### src/rtl/tls_pkg.sv
// shared types and constants of the thresholded laplacian stencil
`default_nettype none

package tls_pkg;

    // configuration port
    localparam int CFG_IDX_W  = 2;
    localparam int CFG_DATA_W = 16;

    localparam logic [CFG_IDX_W-1:0] CFG_FRAME_WIDTH    = 2'd0;
    localparam logic [CFG_IDX_W-1:0] CFG_FRAME_HEIGHT   = 2'd1;
    localparam logic [CFG_IDX_W-1:0] CFG_DIFF_THRESHOLD = 2'd2;

    // item opcodes
    localparam logic OP_PIXEL = 1'b0;
    localparam logic OP_FLUSH = 1'b1;

    // field widths
    localparam int PIX_W = 16;
    localparam int THR_W = 16;
    localparam int LAP_W = 19;

    // one term holds a difference of two pixels of up to 24 bits
    localparam int TERM_W = 25;
    localparam int SUM_W  = TERM_W + 2;

    localparam logic signed [SUM_W-1:0] LAP_MAX = SUM_W'(262143);
    localparam logic signed [SUM_W-1:0] LAP_MIN = -SUM_W'(262144);

    typedef struct packed {
        logic eor;
        logic eof;
    } t_tag;

    typedef struct packed {
        logic [3:0][TERM_W-1:0] terms;
        t_tag                   tag;
    } t_stage;

endpackage

`default_nettype wire

### src/rtl/tls_stream_if.sv
// valid/ready stream interfaces for pixel items and laplacian result items
`default_nettype none


interface tls_out_if;
    logic                              valid;
    logic                              ready;
    logic signed [tls_pkg::LAP_W-1:0]  lap_value;
    logic                              end_of_row;
    logic                              end_of_frame;

    modport source (output valid, output lap_value, output end_of_row,
                    output end_of_frame, input ready);
    modport sink   (input valid, input lap_value, input end_of_row,
                    input end_of_frame, output ready);
endinterface

`default_nettype wire

### src/rtl/tls_lap_out.sv
// sum of the four terms, saturation and the output register
`default_nettype none

module tls_lap_out (
    input  wire logic            i_clk,
    input  wire logic            i_rst_n,
    input  wire logic            i_valid,
    input  wire tls_pkg::t_stage i_stage,
    output logic                 o_ready,
    tls_out_if.source            o_lap
);

    logic signed [tls_pkg::SUM_W-1:0] w_sum;
    logic signed [tls_pkg::LAP_W-1:0] w_sat;
    logic                             r_valid;
    logic signed [tls_pkg::LAP_W-1:0] r_lap;
    tls_pkg::t_tag                    r_tag;

    always_comb begin
        w_sum = tls_pkg::SUM_W'($signed(i_stage.terms[0]))
              + tls_pkg::SUM_W'($signed(i_stage.terms[1]))
              + tls_pkg::SUM_W'($signed(i_stage.terms[2]))
              + tls_pkg::SUM_W'($signed(i_stage.terms[3]));
        if (w_sum > tls_pkg::LAP_MAX) begin
            w_sat = tls_pkg::LAP_MAX[tls_pkg::LAP_W-1:0];
        end else if (w_sum < tls_pkg::LAP_MIN) begin
            w_sat = tls_pkg::LAP_MIN[tls_pkg::LAP_W-1:0];
        end else begin
            w_sat = w_sum[tls_pkg::LAP_W-1:0];
        end
    end

    assign o_ready = !r_valid || o_lap.ready;

    always_ff @(posedge i_clk) begin
        if (!i_rst_n) begin
            r_valid <= 1'b0;
        end else if (o_ready) begin
            r_valid <= i_valid;
        end
    end

    always_ff @(posedge i_clk) begin
        if (o_ready && i_valid) begin
            r_lap <= w_sat;
            r_tag <= i_stage.tag;
        end
    end

    assign o_lap.valid        = r_valid;
    assign o_lap.lap_value    = r_lap;
    assign o_lap.end_of_row   = r_tag.eor;
    assign o_lap.end_of_frame = r_tag.eof;

    // a frame end is always a row end
    a_eof_is_eor: assert property (@(posedge i_clk) disable iff (!i_rst_n)
        r_valid && r_tag.eof |-> r_tag.eor)
        else $error("end of frame without end of row");

    // a stalled result keeps its value
    a_out_hold: assert property (@(posedge i_clk) disable iff (!i_rst_n)
        r_valid && !o_lap.ready |=> r_valid && $stable(r_lap) && $stable(r_tag))
        else $error("stalled result changed");

    // a full output register with no taker blocks the stage before
    a_backpressure: assert property (@(posedge i_clk) disable iff (!i_rst_n)
        r_valid && !o_lap.ready |-> !o_ready)
        else $error("output register accepted while full");

endmodule

`default_nettype wire

### src/flat_wrapper.sv
// flat-port wrapper written by rule: the top's interface ports become plain ports
module tls_lap_out_flat 
  (i_clk, i_rst_n, i_valid, i_stage, o_ready, o_lap_valid, o_lap_lap_value, o_lap_end_of_row, o_lap_end_of_frame, o_lap_ready);
  tls_out_if o_lap_i ();
  input  wire logic i_clk;
  input  wire logic i_rst_n;
  input  wire logic i_valid;
  input  wire tls_pkg::t_stage i_stage;
  output logic o_ready;
  output wire logic [$bits(o_lap_i.valid)-1:0] o_lap_valid;
  output wire logic [$bits(o_lap_i.lap_value)-1:0] o_lap_lap_value;
  output wire logic [$bits(o_lap_i.end_of_row)-1:0] o_lap_end_of_row;
  output wire logic [$bits(o_lap_i.end_of_frame)-1:0] o_lap_end_of_frame;
  input wire logic [$bits(o_lap_i.ready)-1:0] o_lap_ready;
  assign o_lap_valid = o_lap_i.valid;
  assign o_lap_lap_value = o_lap_i.lap_value;
  assign o_lap_end_of_row = o_lap_i.end_of_row;
  assign o_lap_end_of_frame = o_lap_i.end_of_frame;
  assign o_lap_i.ready = o_lap_ready;
  tls_lap_out u_core (.i_clk(i_clk), .i_rst_n(i_rst_n), .i_valid(i_valid), .i_stage(i_stage), .o_ready(o_ready), .o_lap(o_lap_i));
endmodule
### config.mk
export PLATFORM = sky130hd
export DESIGN_NAME = tls_lap_out_flat
export DESIGN_NICKNAME = d
export VERILOG_FILES = /design/src/rtl/tls_pkg.sv /design/src/rtl/tls_stream_if.sv /design/src/rtl/tls_lap_out.sv /design/src/flat_wrapper.sv
export SDC_FILE = /design/constraint.sdc
export NUM_CORES = 1
export LEC_CHECK = 0
export ABC_AREA = 1
export BUFFER_PORTS_ARGS = -buffer_cell sky130_fd_sc_hd__clkbuf_2
export CORE_MARGIN = 8
export CORE_UTILIZATION = 50
export DETAILED_ROUTE_END_ITERATION = 6
export PLACE_DENSITY = 0.78
export SETUP_SLACK_MARGIN = 0.5
export SYNTH_ARGS = -nofsm -noshare
export SYNTH_HDL_FRONTEND = slang
export SYNTH_SLANG_ARGS = --single-unit
### constraint.sdc
create_clock -name i_clk -period 5 [get_ports i_clk]
set_input_delay 1.25 -clock i_clk [delete_from_list [all_inputs] [get_ports i_clk]]
set_output_delay 1.25 -clock i_clk [all_outputs]
set_load 0.1 [all_outputs]
==> flow_summary.toml <==
[critical_path]
cp_max_fo = 9
reg2reg_from = "u_core.o_lap.valid"
arrival_ns = 4.30
required_ns = 5.02
slowest_delay_ns = 0.51
rr_worst_depth = 1
cp-startpoint = "i_stage[22]"
critical_path.cell_chain = "clkbuf_2 -> inv_1 -> fa_1 -> fa_1 -> inv_1 -> ha_1 -> nand2_1 -> nor2_1 -> inv_1 -> nor2_1 -> nand3_1 -> nand4_1 -> nand2_1 -> nor2_1 -> and2_1 -> nand2_2 -> nand2_4 -> nand2_1"
critPathKind = "in2reg"
end_kind = "flop"
critPathLaunchType = "input pin"
crit_slowest_cell = "fa_1"

[logic_synthesis]
yosys_warnings = 0
synth_top_family_by_area = "adder cells"
synthXorXnorAreaFrac_pct = 3.98
synth_compound_area_share_pct = 3.80
avgSynthCellArea_um2 = 6.92
synth_fa_ha_area_share_pct = 32.0
yosys.area_share.simple_pct = 26.4
synth_cell_type_count = 30
ys_seq_area_share_pct = 15.5
netlist_instances = 608
synth_seq_cells = 22
synthMuxAreaShare_pct = 0
syn_area_mm2 = 0.00421
synthesis.nets = 791

[routing]
first_pass_iters = 5
drc = 0
post_drt_wl_per_cell_um = 12.4
via_per_inst = 4.63
route.vias.total = 3917
routed_wl_um = 10500
initialDrtViolationCount = 175
ant_nets = 0

[sta]
fmaxAchievable_mhz = 234
fin_crit_sh_pct = 85.7
final-max-slew-violation-count = 0
hold_viol_final = 0
relSlewSlack_pct = 29.1
grt_setup_unrepaired = "false"
worst_pin_slew_ns = 1.06
finalSetupViolCount = 0
fin_setup_tns_ns = 0
clock_skew_ns = 0.00119
period_needed_ns = 4.28

[finish]
layout.nets = 925
multi_input_area_mm2 = 0.00283
final_common_cell = "inv_1"
diodes = 0
ff_latch_area_um2 = 651
fill_cells = 804
final_cell_mix = "inv_1 (197), nand2_1 (179), clkbuf_2 (128), fa_1 (50), nor2_1 (28)"
drive_gt1_share_pct = 21.5
syn_to_final_growth_pct = 20.3

[run_status]
status = "completed"

[clock_tree]
cts_tree = "built"
cts.sinks = 22
clock_path_buffers = 2
insertion_delay_ns = 0.26
cts_root_buf = "clkbuf_8"
clkTransAtPathRegs_ns = 0.08
htreeDepth = 1
cts_buffers = 3
cts_hold_buf = 0

[floorplanning]
core_mm2 = 0.00818
dieArea_mm2 = 0.0116
die_h_um = 108
io_pins = 129
die_x_um = 108
initial_core_util_pct = 51.5
fp-row-count = 33

[global_route]
antenna_found_initial = 0
globalRouteTotalUtil_pct = 17.9
grt_max_degree = 22
grt.overflow.total = 0
grt_pass1_vias = 4005
grt_first_pass_wirelength_um = 17100

[placement]
io_buffer_count = 128
dp_hpwl_um = 9710
gp_congestion = 0.856

[min_path]
min_from = "u_core.o_lap.valid"
holdPathStages = 2
hold_class = "reg2reg"

[pwr]
power.total_mw = 2.63
power.leakage_nw = 3.13
ir_drop_mv = 0.368
power.density_mw_per_mm2 = 519

[job]
cap_violations = 0
## worst paths after layout
path              slack, ns                        end
setup / recovery       0.72  u_core.o_lap.lap_value[4]
hold / removal         0.55         u_core.o_lap.valid
setup reg to reg       3.48  u_core.o_lap.lap_value[4]
hold reg to reg        0.55         u_core.o_lap.valid
## layer usage
layer / up-vias / global-route usage (%) / wire, um
met3: 8 / 2.51 / 684
met2: 142 / 31.8 / 5060
met4: 0 / 3.17 / 87
met1: 1737 / 22.5 / 4650
met5: - / 0 / 0
li1: 2030 / - / -
## state kept, by name, summed over array words and instances (netlist names)
name,count
u_core.o_lap.lap_value,19
u_core.o_lap.end_of_row,1
u_core.o_lap.valid,1
u_core.o_lap.end_of_frame,1
## critical path, delay by kind of cell
kind / cells / cell delay (ns)
AND/OR/NAND/NOR: 11 / 1.36
buffers and inverters: 4 / 0.29
adder cells (fa/ha/maj): 3 / 1.39
## where the power goes
part,internal [mW],switching (mW),total (mW)
Combinational,0.578,1.56,2.14
Clock,0.0701,0.0546,0.125
Sequential,0.341,0.0209,0.362
## what timing repair did
action,in CTS,in global routing
setup endpoints to repair,0,18
resized for setup,0,7
setup buffers,0,1
## final cells by class
cell class | count | area share, %
clock buffers | 4 | 1.09
inverters | 200 | 14.8
multi-input cells | 386 | 55.8
flip-flops and latches | 22 | 12.8
well taps | 105 | 2.59
repair buffers | 129 | 12.8
## cells in the mapped netlist, drive strengths merged
cell type  count  area share, %
nand2        186             17
edfxtp        21             15
xnor2          8            2.1
dfxtp          1           0.48
a21oi         21            2.6
nand3         24            3.2
and2           4           0.59
buf            2           0.53
xor2           9            1.9
nor3           6           0.83
ha            26            7.7
fa            51             24
nand4          8            1.2
nor2          31            3.1
a21o           1           0.18
o21ai          3           0.36
o21bai         2           0.36
a31oi          1           0.15
inv          200             18
nand3b         2           0.36
a21boi         1           0.18
## per-stage QoR
| step | cell area [um2] | util, % | instances | hold slack (ns) | setup slack, ns |
|---|---|---|---|---|---|
| 2_1_floorplan | 4210 | - | 608 | 1.35 | 0.654 |
| 3_3_place_gp | 4960 | 60.7 | 839 | 0.509 | 0.415 |
| 3_5_place_dp | 4960 | 60.7 | 839 | 0.556 | 0.302 |
| 4_1_cts | 5020 | 61.4 | 843 | 0.567 | 0.575 |
| 5_1_grt | 5060 | 61.9 | 846 | 0.603 | 0.481 |
| 6_report | 5060 | 61.9 | 846 | 0.554 | 0.717 |
## cell families after synthesis
group,count (synthesis)
AND/OR/NAND/NOR,261
buffers and inverters,202
adder cells (fa/ha/maj),77
AO/OA/AOI/OAI,29
flip-flops,22
XOR/XNOR,17
(Power assumes the default switching activity.)
